<file path="config.mk">
export PLATFORM = sky130hd
export DESIGN_NAME = stor_ctrl
export DESIGN_NICKNAME = d
export VERILOG_FILES = /design/src/stor_pkg.sv /design/src/stor_ctrl.sv
export SDC_FILE = /design/constraint.sdc
export NUM_CORES = 1
export LEC_CHECK = 0
export BUFFER_PORTS_ARGS = -buffer_cell sky130_fd_sc_hd__buf_2
export CAP_MARGIN = 20
export CORE_MARGIN = 4
export CORE_UTILIZATION = 50
export CTS_BUF_LIST = sky130_fd_sc_hd__clkbuf_16
export DETAILED_ROUTE_END_ITERATION = 7
export PLACE_DENSITY = 0.82
export SLEW_MARGIN = 20
export SYNTH_ARGS = -nofsm -noshare
export SYNTH_HDL_FRONTEND = slang
export SYNTH_SLANG_ARGS = --single-unit
</file>
<file path="constraint.sdc">
create_clock -name clk_i -period 4.3 [get_ports clk_i]
set_clock_uncertainty 0.05 [all_clocks]
set_input_delay 0.43 -clock clk_i [delete_from_list [all_inputs] [get_ports clk_i]]
set_output_delay 0.43 -clock clk_i [all_outputs]
set_load 0.03 [all_outputs]
</file>
<file path="src/stor_pkg.sv">
`default_nettype none
package stor_pkg;

  localparam int unsigned MaxMapEntries = 256;
  localparam int unsigned MaxChunks     = 4096;
  localparam int unsigned MaxSamples    = 16384;

  localparam int unsigned EntW  = 10;
  localparam int unsigned ChkW  = 14;
  localparam int unsigned SmpW  = 16;

  typedef enum logic [1:0] {
    CMD_WR_MAP   = 2'd0,
    CMD_WR_CHUNK = 2'd1,
    CMD_WR_SIZE  = 2'd2,
    CMD_LOOKUP   = 2'd3
  } cmd_e;

  typedef enum logic [2:0] {
    ST_OK        = 3'd0,
    ST_INVALID   = 3'd1,
    ST_BAD_SPC   = 3'd2,
    ST_OUTSIDE   = 3'd3,
    ST_NOT_FOUND = 3'd4
  } status_e;

  typedef enum logic [2:0] {
    REG_DEFAULT_SIZE  = 3'd0,
    REG_TOTAL_SAMPLES = 3'd1,
    REG_MAP_ENTRIES   = 3'd2,
    REG_TOTAL_CHUNKS  = 3'd3,
    REG_MOVIE_BYTES   = 3'd4
  } reg_e;

  typedef struct packed {
    logic [1:0]  cmd;
    logic [13:0] slot;
    logic [31:0] first_chunk;
    logic [31:0] chunk_samples;
    logic [63:0] value;
  } item_t;

  typedef struct packed {
    logic [2:0]  status;
    logic [63:0] byte_offset;
    logic [31:0] byte_length;
  } result_t;

  typedef struct packed {
    logic    latch;
    logic    write;
    logic    init;
    logic    scan_step;
    logic    spc_load;
    logic    sz_step;
    logic    next_chunk;
    logic    finish;
    logic    found;
    status_e code;
  } ctrl_t;

  typedef struct packed {
    logic is_write;
    logic wr_ok;
    logic lk_invalid;
    logic no_chunks;
    logic scan_break;
    logic scan_last;
    logic spc_bad;
    logic inner_go;
    logic sz_outside;
    logic sz_hit;
    logic sz_more;
    logic chunk_last;
  } stat_t;

endpackage
`default_nettype wire

</file>
<file path="src/stor_ctrl.sv">
`default_nettype none
module stor_ctrl (
  input  wire logic           clk_i,
  input  wire logic           rst_ni,
  input  wire logic           start,
  output logic                busy,
  input  wire stor_pkg::stat_t stat_i,
  output stor_pkg::ctrl_t     ctrl_o
);

  typedef enum logic [8:0] {
    S_IDLE     = 9'b000000001,
    S_DISP     = 9'b000000010,
    S_SCAN     = 9'b000000100,
    S_SCAN_CHK = 9'b000001000,
    S_SPC      = 9'b000010000,
    S_SPC_CHK  = 9'b000100000,
    S_SZ       = 9'b001000000,
    S_SZ_CHK   = 9'b010000000,
    S_NEXT     = 9'b100000000
  } state_e;

  state_e state_q, state_d;

  always_ff @(posedge clk_i or negedge rst_ni) begin
    if (!rst_ni) begin
      state_q <= S_IDLE;
    end else begin
      state_q <= state_d;
    end
  end

  assign busy = (state_q != S_IDLE);

  always_comb begin
    state_d = state_q;
    ctrl_o  = '0;
    ctrl_o.code = stor_pkg::ST_OK;
    case (state_q)
      S_IDLE: begin
        if (start) begin
          ctrl_o.latch = 1'b1;
          state_d = S_DISP;
        end
      end
      S_DISP: begin
        if (stat_i.is_write) begin
          ctrl_o.write  = 1'b1;
          ctrl_o.finish = 1'b1;
          ctrl_o.code   = stat_i.wr_ok ? stor_pkg::ST_OK : stor_pkg::ST_INVALID;
          state_d = S_IDLE;
        end else if (stat_i.lk_invalid) begin
          ctrl_o.finish = 1'b1;
          ctrl_o.code   = stor_pkg::ST_INVALID;
          state_d = S_IDLE;
        end else if (stat_i.no_chunks) begin
          ctrl_o.finish = 1'b1;
          ctrl_o.code   = stor_pkg::ST_NOT_FOUND;
          state_d = S_IDLE;
        end else begin
          ctrl_o.init = 1'b1;
          state_d = S_SCAN;
        end
      end
      S_SCAN: begin
        state_d = S_SCAN_CHK;
      end
      S_SCAN_CHK: begin
        ctrl_o.scan_step = 1'b1;
        state_d = (stat_i.scan_break || stat_i.scan_last) ? S_SPC : S_SCAN;
      end
      S_SPC: begin
        state_d = S_SPC_CHK;
      end
      S_SPC_CHK: begin
        if (stat_i.spc_bad) begin
          ctrl_o.finish = 1'b1;
          ctrl_o.code   = stor_pkg::ST_BAD_SPC;
          state_d = S_IDLE;
        end else begin
          ctrl_o.spc_load = 1'b1;
          state_d = stat_i.inner_go ? S_SZ : S_NEXT;
        end
      end
      S_SZ: begin
        state_d = S_SZ_CHK;
      end
      S_SZ_CHK: begin
        if (stat_i.sz_outside) begin
          ctrl_o.finish = 1'b1;
          ctrl_o.code   = stor_pkg::ST_OUTSIDE;
          state_d = S_IDLE;
        end else if (stat_i.sz_hit) begin
          ctrl_o.finish = 1'b1;
          ctrl_o.found  = 1'b1;
          ctrl_o.code   = stor_pkg::ST_OK;
          state_d = S_IDLE;
        end else begin
          ctrl_o.sz_step = 1'b1;
          state_d = stat_i.sz_more ? S_SZ : S_NEXT;
        end
      end
      S_NEXT: begin
        if (stat_i.chunk_last) begin
          ctrl_o.finish = 1'b1;
          ctrl_o.code   = stor_pkg::ST_NOT_FOUND;
          state_d = S_IDLE;
        end else begin
          ctrl_o.next_chunk = 1'b1;
          state_d = S_SCAN;
        end
      end
      default: begin
        state_d = S_IDLE;
      end
    endcase
  end

endmodule
`default_nettype wire

</file>
Word-level counts from Yosys, hierarchy flattened
Cells that the tools add are included.

Register bits: 9. Latch bits: 0. Bits in writable memories: 0. Memory bits (read-only): 0. Memories kept: 0.

Add/sub/neg operators: 0. Multipliers: 0. Divide/modulo/power cells: 0. Order comparisons: 0. Equality and inequality tests: 11. Shifts and indexed selects: 0. Muxes and demuxes: 45. Bitwise logic cells: 0. Reduce and logical (&&, ||, !) cells: 1.

Operator list (number): 9-bit one-hot mux with 9 select lines (1); 9-bit two-way mux (8); 1-bit two-way mux (23); 3-bit two-way mux (7); 3-bit one-hot mux with 4 select lines (1); 5-bit two-way mux (2); 9-bit by 1-bit == test with 1-bit output (second input constant) (1); 9-bit by 2-bit == test with 1-bit output (second input constant) (1); 9-bit by 3-bit == test with 1-bit output (second input constant) (1); 9-bit by 4-bit == test with 1-bit output (second input constant) (1); 9-bit by 5-bit == test with 1-bit output (second input constant) (1); 9-bit by 6-bit == test with 1-bit output (second input constant) (1); 9-bit by 7-bit == test with 1-bit output (second input constant) (1); 9-bit by 8-bit == test with 1-bit output (second input constant) (1); 9-bit == test (second input constant) (1); 9-bit by 1-bit != test with 1-bit output (second input constant) (1); 2-bit two-way mux (2); 1-bit one-hot mux with 4 select lines (1); 2-bit != test (second input constant) (1); 1-bit logical OR (1).

Depth between registers and ports, before layout
Gate-level depths: netlist (run 1).

Word-level depth: 4. Depth in mapped cells: 5. Gate-level depth less buffers: 4.

Least setup slack after synthesis (run 1)
Ideal clock, no wire load.

Kind: register -> output. From: register state_q[1]. To: output ctrl_o[3] (netlist bit). Arrival: 2.284 ns. Data required time: 3.820 ns. Slack: 1.536 ns. Cell stages (with the launch flop): 4. Path buffers: 0. Cells stage by stage: dfrtp_1 or4_4 or2_4 nor4b_1.

RTL lines: start: declaration (line stor_ctrl.sv:23) `state_e state_q, state_d;`; start signal: assignment (line stor_ctrl.sv:29) `state_q <= state_d;`; end: declaration (line stor_ctrl.sv:8) `output stor_pkg::ctrl_t ctrl_o`.

==> results of run 1 <==
what timing repair did:
item / CTS / global route
hold endpoints to repair: 6 / 0
hold buffers: 1 / 0
endpoints found under the setup margin: 0 / 0
cell usage after synthesis:
library cell / number / share of area
nand2b_1: 2 / 0.017
nor4_2: 1 / 0.017
o211ai_1: 1 / 0.010
o21ai_0: 1 / 0.0069
and2_1: 3 / 0.026
a21oi_1: 1 / 0.0069
a32o_1: 1 / 0.014
nand3b_1: 2 / 0.021
a2111oi_0: 1 / 0.012
nor3_1: 5 / 0.035
clkbuf_1: 2 / 0.010
or3_4: 2 / 0.031
o2bb2ai_1: 1 / 0.012
or4b_1: 1 / 0.014
a21boi_0: 1 / 0.010
nor2b_1: 1 / 0.0087
and3b_2: 1 / 0.014
nor4_4: 1 / 0.029
xor2_1: 2 / 0.024
nor4b_1: 2 / 0.024
nor2_1: 11 / 0.057
or2_4: 1 / 0.012
or3_1: 1 / 0.0087
and3_1: 2 / 0.017
o221ai_1: 1 / 0.012
inv_1: 9 / 0.047
nand2_1: 5 / 0.026
and4b_1: 1 / 0.014
nand3_1: 2 / 0.014
a21o_1: 1 / 0.010
o311ai_2: 1 / 0.023
dfstp_2: 1 / 0.036
a221oi_1: 1 / 0.012
or4_4: 1 / 0.016
a22o_1: 2 / 0.024
and4b_2: 1 / 0.016
nor4bb_1: 1 / 0.014
dfrtp_1: 8 / 0.28
nor4_1: 1 / 0.0087
a211oi_1: 1 / 0.010
worst reg2reg max path, stage by stage, from the launching register on:
cell      delay [ns]
dfrtp_1         0.42
or4_4           0.58
or2_4           0.28
or3_4           0.38
o311ai_2        0.10
area by class of cell:
cell class | count | area [um^2]
clock buffer | 3 | 75.1
clock inverter | 1 | 3.75
fill | 110 | 377
inverter | 9 | 33.8
multi-input combinational | 64 | 454
sequential | 9 | 226
tap | 15 | 18.8
timing repair buffer | 28 | 145
worst paths after layout:
path | endpoint | slack (ns)
min reg2reg | state_q[1]$_DFFE_PN0P_ | 0.58
max reg2reg | state_q[2]$_DFFE_PN0P_ | 2.39
min | state_q[6]$_DFFE_PN0P_ | 0.38
min in group asynchronous | state_q[3]$_DFFE_PN0P_ | 0.53
max | ctrl_o[5] | 1.69
max in group asynchronous | state_q[0]$_DFFE_PN1P_ | 3.42
stage by stage:
| stage | total power, W | instances | hold slack [ns] | area, um^2 |
|---|---|---|---|---|
| floorplan | 0.000210 | 84 | 0.0844 | 722 |
| global placement | 0.000248 | 124 | 0.239 | 868 |
| detailed placement | 0.000251 | 124 | 0.242 | 868 |
| CTS | 0.000416 | 129 | 0.388 | 957 |
| global route | 0.000436 | 129 | 0.393 | 957 |
| finish | 0.000412 | 129 | 0.384 | 957 |
layer usage:
layer  vias up  wire, um  GRT usage
li1        368         -          -
met1       348       718      0.227
met2        25       929      0.338
met3         2       120     0.0751
met4         0        19     0.0398
met5         -         0          0
power breakdown:
part	switching (W)	leakage, nW	internal (W)	total (W)
sequential	0.0000152	0.121	0.0000971	0.000112
combinational	0.0000842	0.355	0.0000542	0.000138
clock	0.0000403	0.0423	0.000121	0.000162
total	0.000140	0.519	0.000273	0.000412
cell families after synthesis:
group	synth area share
AO/OA/AOI/OAI	0.165
AND/OR/NAND/NOR	0.440
buffers and inverters	0.0572
XOR/XNOR	0.0243
flip-flops	0.314
==> impl_metrics.env, run 1 <==
export IMPL_holdCritPathClass="primary input to register"
export IMPL_min_path_cells=2
export IMPL_placement_rows=13
export IMPL_postSynthCellCount=84
export IMPL_final_common_cell="buf_2"
export IMPL_min_from="stat_i[4]"
export IMPL_rsz0062_at_grt="no"
export IMPL_start_util=0.541
export IMPL_r2r_cells=4
export IMPL_synth_nets=99
export IMPL_netlist_area_um2=722
export IMPL_clockBufferDepth=2
export IMPL_powerDensity_nw_per_um2=431
export IMPL_synth_cell_type_count=40
export IMPL_final_cell_mix="buf_2, nor2_1, inv_1, dfrtp_1"
export IMPL_critPathRequiredTime_ns=3.82
export IMPL_ys_warn_count=0
export IMPL_cts_sinks=9
export IMPL_setup_violations=0
export IMPL_hold_viol_final=0
export IMPL_antennaDiodeCount=0
export IMPL_worstPathArrival_ns=2.13
export IMPL_postLayoutCoreUtil=0.718
export IMPL_grt_pass1_wl_mm=2.97
export IMPL_drv_slew=0
export IMPL_avgViaCountPerCell=5.76
export IMPL_grt_pass1_vias=713
export IMPL_insertion_delay_ns=0.23
export IMPL_grt_max_degree=12
export IMPL_routed_wl_mm=1.79
export IMPL_place_hpwl_mm=1.42
export IMPL_antenna_found_initial=0
export IMPL_clock_root_buffer="clkbuf_16"
export IMPL_place_congestion=0.810
export IMPL_cts_resized=0
export IMPL_setup_slack_ns=1.69
export IMPL_path_class="register to output port"
export IMPL_timing_final_crit_share=0.606
export IMPL_drive_above_1_share=0.351
export IMPL_grt_util_all_layers=0.196
export IMPL_max_freq_ghz=0.384
export IMPL_ir_worst_vdd_mv=0.494
export IMPL_area_growth_syn_to_layout_pct=32.6
export IMPL_dieArea_um2=2120
export IMPL_period_minus_slack_ns=2.61
export IMPL_largestRegisters="state_q: 9 flops"
export IMPL_startpoint_type="register"
export IMPL_worstSetupStartpoint="state_q[1]$_DFFE_PN0P_"
export IMPL_htree_levels=1
export IMPL_crit_cells=5
export IMPL_cts_tree="yes"
export IMPL_cp_cell_sequence="or4_4 > or2_4 > or3_4 > inv_1 > buf_2"
export IMPL_ys_seq_area_frac=0.314
export IMPL_drtAntennaViolNets=0
export IMPL_fin_nets=130
export IMPL_post_route_drc_count=0
export IMPL_worst_slew_pin_slew_ns=0.559
export IMPL_synth_seq_cells=9
export IMPL_relSlewSlack=0.618
export IMPL_drtIter0Drc=15
export IMPL_power_leakage_nw=0.519
export IMPL_cap_violations=0
export IMPL_crit_fanout=6
export IMPL_path_clk_slew_ns=0.04
export IMPL_dp_slack_ns=1.94
export IMPL_core_um2=1330
export IMPL_wl_per_cell_um=13.9
export IMPL_die_x_um=46
export IMPL_numPortBuffers=27
export IMPL_status="completed"
export IMPL_crit_family="simple AND/OR/NAND/NOR gates"
export IMPL_fp_dieH_um=46
export IMPL_worstReg2RegStart="state_q[1]$_DFFE_PN0P_"
export IMPL_tns_ns=0
export IMPL_syn_avg_cell_area_um2=8.59
export IMPL_num_io_pins=28
export IMPL_overflow=0
export IMPL_end_kind="output port"
export IMPL_vias=743
export IMPL_crit_slowest_cell="or4_4"
export IMPL_regMostFlops="state_q"
export IMPL_cp_buffers_inverters=2
export IMPL_cts_setup_buffers=0
export IMPL_firstDrtPassIters=4
export IMPL_cts_buffers=3
export IMPL_crit_path_max_incr_delay_ns=0.58
export IMPL_largest_reg_flops=9
No activity file was read; power rests on OpenSTA's default activity.
==> run 2: changes to the inputs <==
Settings changed: ABC_AREA set to 1, CORE_UTILIZATION 50 to 47, PLACE_DENSITY 0.82 to 0.77.
Clock period 4.3 ns to 2.4 ns, I/O delays scaled along.
==> impl_metrics.env, run 2 <==
export IMPL_regMostFlops="state_q"
export IMPL_grt_max_degree=10
export IMPL_whs_endpoint="state_q[8]$_DFFE_PN0P_"
export IMPL_hold_viol_final=0
export IMPL_cap_violations=0
export IMPL_synth_cell_type_count=21
export IMPL_post_route_drc_count=0
export IMPL_clockBufferDepth=2
export IMPL_drive_above_1_share=0.366
export IMPL_antenna_found_initial=0
export IMPL_worstPathArrival_ns=1.56
export IMPL_synth_async_reset_ratio=1.00
export IMPL_cts_resized=0
export IMPL_ys_seq_area_frac=0.312
export IMPL_min_path_cells=2
export IMPL_r2r_cells=8
export IMPL_ir_worst_vdd_mv=0.663
export IMPL_area_growth_syn_to_layout_pct=33.4
export IMPL_period_minus_slack_ns=1.85
export IMPL_cts_sinks=9
export IMPL_dp_cells=152
export IMPL_synth_edf_count=0
export IMPL_startpoint_type="register"
export IMPL_avgViaCountPerCell=4.85
export IMPL_max_freq_ghz=0.539
export IMPL_fp_dieH_um=47.3
export IMPL_wl_per_cell_um=10.7
export IMPL_netlist_top_cells_area="dfrtp_1, inv_1, nand2_1, nor2_1, nand3_2"
export IMPL_crit_slowest_cell="dfrtp_1"
export IMPL_cts_hold_buf=1
export IMPL_path_class="register to output port"
export IMPL_tns_ns=0
export IMPL_drtIter0Drc=11
export IMPL_pwr_share_clk=0.383
export IMPL_n_fill_cell=126
export IMPL_synth_nets=125
export IMPL_rr_endpoint="state_q[0]$_DFFE_PN1P_"
export IMPL_ys_top_cells_by_count="inv_1, nand2_1, nor2_1"
export IMPL_synth_most_common_cell="inv_1"
export IMPL_crit_path_max_incr_delay_ns=0.39
export IMPL_antennaDiodeCount=0
export IMPL_drv_slew=0
export IMPL_fin_nets=158
export IMPL_holdCritPathClass="primary input to register"
export IMPL_synth_flop_cell="dfrtp_1"
export IMPL_largestRegisters="state_q: 9 flops"
export IMPL_numPortBuffers=27
export IMPL_ys_warn_count=0
export IMPL_power_leakage_nw=0.632
export IMPL_crit_family="simple AND/OR/NAND/NOR gates"
export IMPL_critPathRequiredTime_ns=2.11
export IMPL_placement_rows=13
export IMPL_routed_wl_mm=1.69
export IMPL_clock_root_buffer="clkbuf_16"
export IMPL_synth_area_leader_cell="dfrtp_1"
export IMPL_rsz0062_at_grt="no"
export IMPL_final_cells=157
export IMPL_die_x_um=47.3
export IMPL_firstDrtPassIters=4
export IMPL_place_congestion=0.767
export IMPL_r2r_slack_ns=1.04
export IMPL_relSlewSlack=0.765
export IMPL_synth_seq_cells=9
export IMPL_cts_buffers=3
export IMPL_overflow=0
export IMPL_vias=762
export IMPL_htree_levels=1
export IMPL_timing_final_crit_share=0.772
export IMPL_seq_area_um2=226
export IMPL_grt_pass1_vias=702
export IMPL_internal_power_w=0.000473
export IMPL_start_util=0.526
export IMPL_setup_violations=0
export IMPL_combPwrFrac=0.365
export IMPL_core_um2=1380
export IMPL_end_kind="output port"
export IMPL_insertion_delay_ns=0.23
export IMPL_dieArea_um2=2240
export IMPL_path_clk_slew_ns=0.04
export IMPL_switching_share=0.355
export IMPL_dp_slack_ns=0.782
export IMPL_sequentialPowerShare=0.252
export IMPL_postSynthCellCount=110
export IMPL_synth_top_cell_area_share=0.275
export IMPL_num_io_pins=28
export IMPL_cp_buffers_inverters=3
export IMPL_worstReg2RegStart="state_q[6]$_DFFE_PN0P_"
export IMPL_drtAntennaViolNets=0
export IMPL_setup_slack_ns=0.546
export IMPL_place_hpwl_mm=1.45
export IMPL_cts_setup_buffers=0
export IMPL_netlist_area_um2=727
export IMPL_final_cell_mix="buf_2, inv_1, nor2_1, nand2_1, dfrtp_1"
export IMPL_syn_avg_cell_area_um2=6.61
export IMPL_cts_tree="yes"
export IMPL_powerDensity_nw_per_um2=756
export IMPL_min_from="stat_i[1]"
export IMPL_largest_reg_flops=9
export IMPL_worst_slew_pin_slew_ns=0.352
export IMPL_multi_input_area_um2=407
export IMPL_final_common_cell="buf_2"
export IMPL_crit_fanout=4
export IMPL_p_switching_w=0.000260
export IMPL_cp_cell_sequence="nor2_2 > nand2_2 > inv_2 > nand4_1 > or2_1 > inv_1 > buf_2"
export IMPL_grt_util_all_layers=0.184
export IMPL_status="completed"
export IMPL_grt_pass1_wl_mm=2.88
run 2: changes by cell type after synthesis, moves of 3 or more:
cell and delta:
nand2_1 +14, inv_1 +13, nor2_1 +8, nand2_2 +5
nand3_1 +5, nand4_1 +5, nor2_2 +5, nor3_1 -5
nand3_2 +4, and2_1 -3
run 2: worst reg2reg max path, stage by stage (launching register included):
cell	delay [ns]
dfrtp_1	0.41
nor2_2	0.16
nand2_2	0.10
nor2_4	0.19
nand2_2	0.09
nand2_1	0.08
nor2_1	0.05
nand2_1	0.06
nand3_1	0.07
run 2: per-layer routing:
metal / vias to the layer above / global-route usage / wire length, um
met5: - / 0 / 0
met4: 0 / 0.0829 / 8
met3: 2 / 0.0230 / 116
met2: 22 / 0.299 / 822
met1: 332 / 0.241 / 739
li1: 406 / - / -
run 2: kinds of logic (layout without fill, tap and decap cells):
family          Yosys count  count (layout)  share of synthesized area
compound gates            5               5                     0.0413
buf+inv                  25              57                      0.129
flops                     9               9                      0.312
simple gates             71              71                      0.518
run 2: layout make-up:
class	count	share of cell area
clock buffers	3	0.0774
clock inverters	1	0.00387
inverters	25	0.0968
multi-input cells	76	0.419
flip-flops and latches	9	0.234
well taps	15	0.0194
repair buffers	28	0.150
run 2: stage by stage:
stage	utilization	hold slack [ns]	cell area [um^2]	total power, W
floorplan	-	-0.106	727	0.000382
global placement	0.637	0.0476	881	0.000443
detailed placement	0.637	0.0476	881	0.000453
CTS	0.701	0.154	970	0.000743
global route	0.701	0.161	970	0.000782
finish	0.701	0.155	970	0.000733
run 2: power groups by stage:
stage / combinational, W / sequential, W / clock, W
3_5_place_dp: 0.000267 / 0.000186 / 0
6_report: 0.000267 / 0.000185 / 0.000281
2_1_floorplan: 0.000199 / 0.000183 / 0
3_3_place_gp: 0.000258 / 0.000185 / 0
4_1_cts: 0.000272 / 0.000185 / 0.000286
5_1_grt: 0.000300 / 0.000189 / 0.000293
run 2: worst max-delay path by stage:
stage | startpoint | endpoint | slack, ns | depth (start not counted)
floorplan | state_q[2]$_DFFE_PN0P_ | ctrl_o[3] | 0.53 | 5
global placement | state_q[6]$_DFFE_PN0P_ | ctrl_o[4] | 0.81 | 8
detailed placement | state_q[2]$_DFFE_PN0P_ | ctrl_o[5] | 0.78 | 7
CTS | state_q[2]$_DFFE_PN0P_ | ctrl_o[5] | 0.54 | 7
global route | state_q[6]$_DFFE_PN0P_ | ctrl_o[4] | 0.40 | 8
finish | state_q[2]$_DFFE_PN0P_ | ctrl_o[5] | 0.55 | 7
==> run 3: changes to the inputs <==
Settings changed: CORE_UTILIZATION 47 to 42, PLACE_DENSITY 0.77 to 0.73.
Clock period 2.4 ns to 1.55 ns, I/O delays scaled along.
==> impl_metrics.env, run 3 (same netlist as run 2, synthesis figures left out) <==
export IMPL_cp_cell_sequence="inv_1 > nor3_4 > nand3b_1 > nand2_1 > nor2_2 > inv_1 > buf_4"
export IMPL_status="finished, violations left"
export IMPL_grt_pass1_wl_mm=4.28
export IMPL_clock_root_buffer="clkbuf_16"
export IMPL_path_clk_slew_ns=0.04
export IMPL_wl_met2_mm=1.35
export IMPL_cap_violations=0
export IMPL_end_kind="output port"
export IMPL_r2r_cells=10
export IMPL_grt_max_degree=10
export IMPL_worstSetupStartpoint="state_q[7]$_DFFE_PN0P_"
export IMPL_min_path_cells=2
export IMPL_regMostFlops="state_q"
export IMPL_whs_endpoint="state_q[8]$_DFFE_PN0P_"
export IMPL_cp_common_cell="inv_1"
export IMPL_pwr_share_clk=0.335
export IMPL_core_um2=1580
export IMPL_clockBufferDepth=2
export IMPL_startpoint_type="register"
export IMPL_cts_buffers=3
export IMPL_routed_wl_mm=2.59
export IMPL_postLayoutCoreUtil=0.800
export IMPL_min_from="stat_i[1]"
export IMPL_firstDrtPassIters=4
export IMPL_top_layer_used="met4"
export IMPL_cts_tree="yes"
export IMPL_drtAntennaViolNets=0
export IMPL_post_route_drc_count=0
export IMPL_placed_area_um2=908
export IMPL_overflow=0
export IMPL_tns_ns=-2.11
export IMPL_largest_reg_flops=9
export IMPL_fin_area_um2=1260
export IMPL_max_freq_ghz=0.548
export IMPL_ir_worst_vdd_mv=1.07
export IMPL_crit_path_max_incr_delay_ns=0.41
export IMPL_rr_endpoint="state_q[0]$_DFFE_PN1P_"
export IMPL_htree_levels=1
export IMPL_crit_family="simple AND/OR/NAND/NOR gates"
export IMPL_switching_share=0.357
export IMPL_area_growth_syn_to_layout_pct=73.5
export IMPL_antenna_found_initial=0
export IMPL_grt_util_all_layers=0.224
export IMPL_place_hpwl_mm=1.53
export IMPL_powerDensity_nw_per_um2=1040
export IMPL_cp_buffers_inverters=3
export IMPL_p_switching_w=0.000467
export IMPL_placement_rows=14
export IMPL_drive_above_1_share=0.522
export IMPL_crit_slowest_cell="dfrtp_1"
export IMPL_drv_slew=0
export IMPL_combPwrFrac=0.447
export IMPL_final_cells=177
export IMPL_wl_per_cell_um=14.6
export IMPL_place_congestion=0.832
export IMPL_worstPathArrival_ns=1.62
export IMPL_r2r_slack_ns=-0.01
export IMPL_avgViaCountPerCell=5.40
export IMPL_path_class="register to output port"
export IMPL_setup_slack_ns=-0.274
export IMPL_timing_final_crit_share=1.18
export IMPL_internal_power_w=0.000841
export IMPL_relSlewSlack=0.736
export IMPL_cts_sinks=9
export IMPL_holdCritPathClass="primary input to register"
export IMPL_setup_violations=13
export IMPL_final_common_cell="buf_4"
export IMPL_violations="setup timing"
export IMPL_vias=955
export IMPL_period_minus_slack_ns=1.82
export IMPL_crit_fanout=3
export IMPL_num_io_pins=28
export IMPL_dp_cells=155
export IMPL_grt_pass1_vias=1004
export IMPL_insertion_delay_ns=0.23
export IMPL_antennaDiodeCount=0
export IMPL_critPathRequiredTime_ns=1.34
export IMPL_fp_dieH_um=49.6
export IMPL_worst_slew_pin_slew_ns=0.394
export IMPL_sequentialPowerShare=0.218
export IMPL_largestRegisters="state_q: 9 flops"
export IMPL_start_util=0.461
export IMPL_hold_viol_final=0
export IMPL_final_cell_mix="buf_4, inv_1, nand2_1, nor2_1, buf_2"
export IMPL_fin_nets=177
export IMPL_routed_wl_met3_um=171
export IMPL_n_fill_cell=100
export IMPL_numPortBuffers=27
export IMPL_die_x_um=49.6
export IMPL_wl_met1_um=931
export IMPL_worstReg2RegStart="state_q[2]$_DFFE_PN0P_"
export IMPL_rsz0062_at_grt="yes"
export IMPL_dieArea_um2=2460
export IMPL_drtIter0Drc=31
export IMPL_power_leakage_nw=0.748
export IMPL_p_total_w=0.00131
-- run 3: per-layer routing --
layer / track usage / up-vias
li1: - / 446
met4: 0.115 / 0
met3: 0.0422 / 15
met5: 0 / -
met1: 0.237 / 437
met2: 0.414 / 57
-- run 3: worst max path at each step --
stage,to,slack [ns],cells past startpoint
after global routing,ctrl_o[5],-0.35,7
after global placement,ctrl_o[4],0.05,8
after detailed placement,ctrl_o[4],0.008,8
after floorplan,ctrl_o[11],0.005,5
final,ctrl_o[4],-0.27,7
after CTS,ctrl_o[4],-0.16,8
-- run 3: final cells by class --
cell class / instances / area (um^2) / area share
clock buffers: 3 / 75.1 / 0.0595
well taps: 16 / 20.0 / 0.0159
multi-input cells: 76 / 467 / 0.370
repair buffers: 47 / 370 / 0.294
inverters: 25 / 96.3 / 0.0764
clock inverters: 1 / 3.75 / 0.00298
flip-flops and latches: 9 / 229 / 0.182
-- run 3: metrics by stage --
stage / hold WS [ns] / worst slack (ns)
floorplan: -0.191 / 0.00549
global placement: -0.0367 / 0.0480
detailed placement: -0.0346 / 0.00800
CTS: 0.0644 / -0.164
global route: 0.0765 / -0.345
finish: 0.0641 / -0.274
-- run 3: power groups by stage --
stage	Clock (W)	Sequential, W	Combinational, W
after floorplan	0	0.000284	0.000312
after global placement	0	0.000286	0.000403
after detailed placement	0	0.000288	0.000408
after CTS	0.000448	0.000285	0.000504
after global routing	0.000462	0.000287	0.000644
final	0.000438	0.000286	0.000584
-- run 3: repair_timing --
action                                  CTS  global route
pin swaps                                11             8
buffers inserted                         17             1
hold buffers                              1             0
gates resized for setup                  27            14
hold endpoints to repair                  9             0
endpoints found under the setup margin   13            15
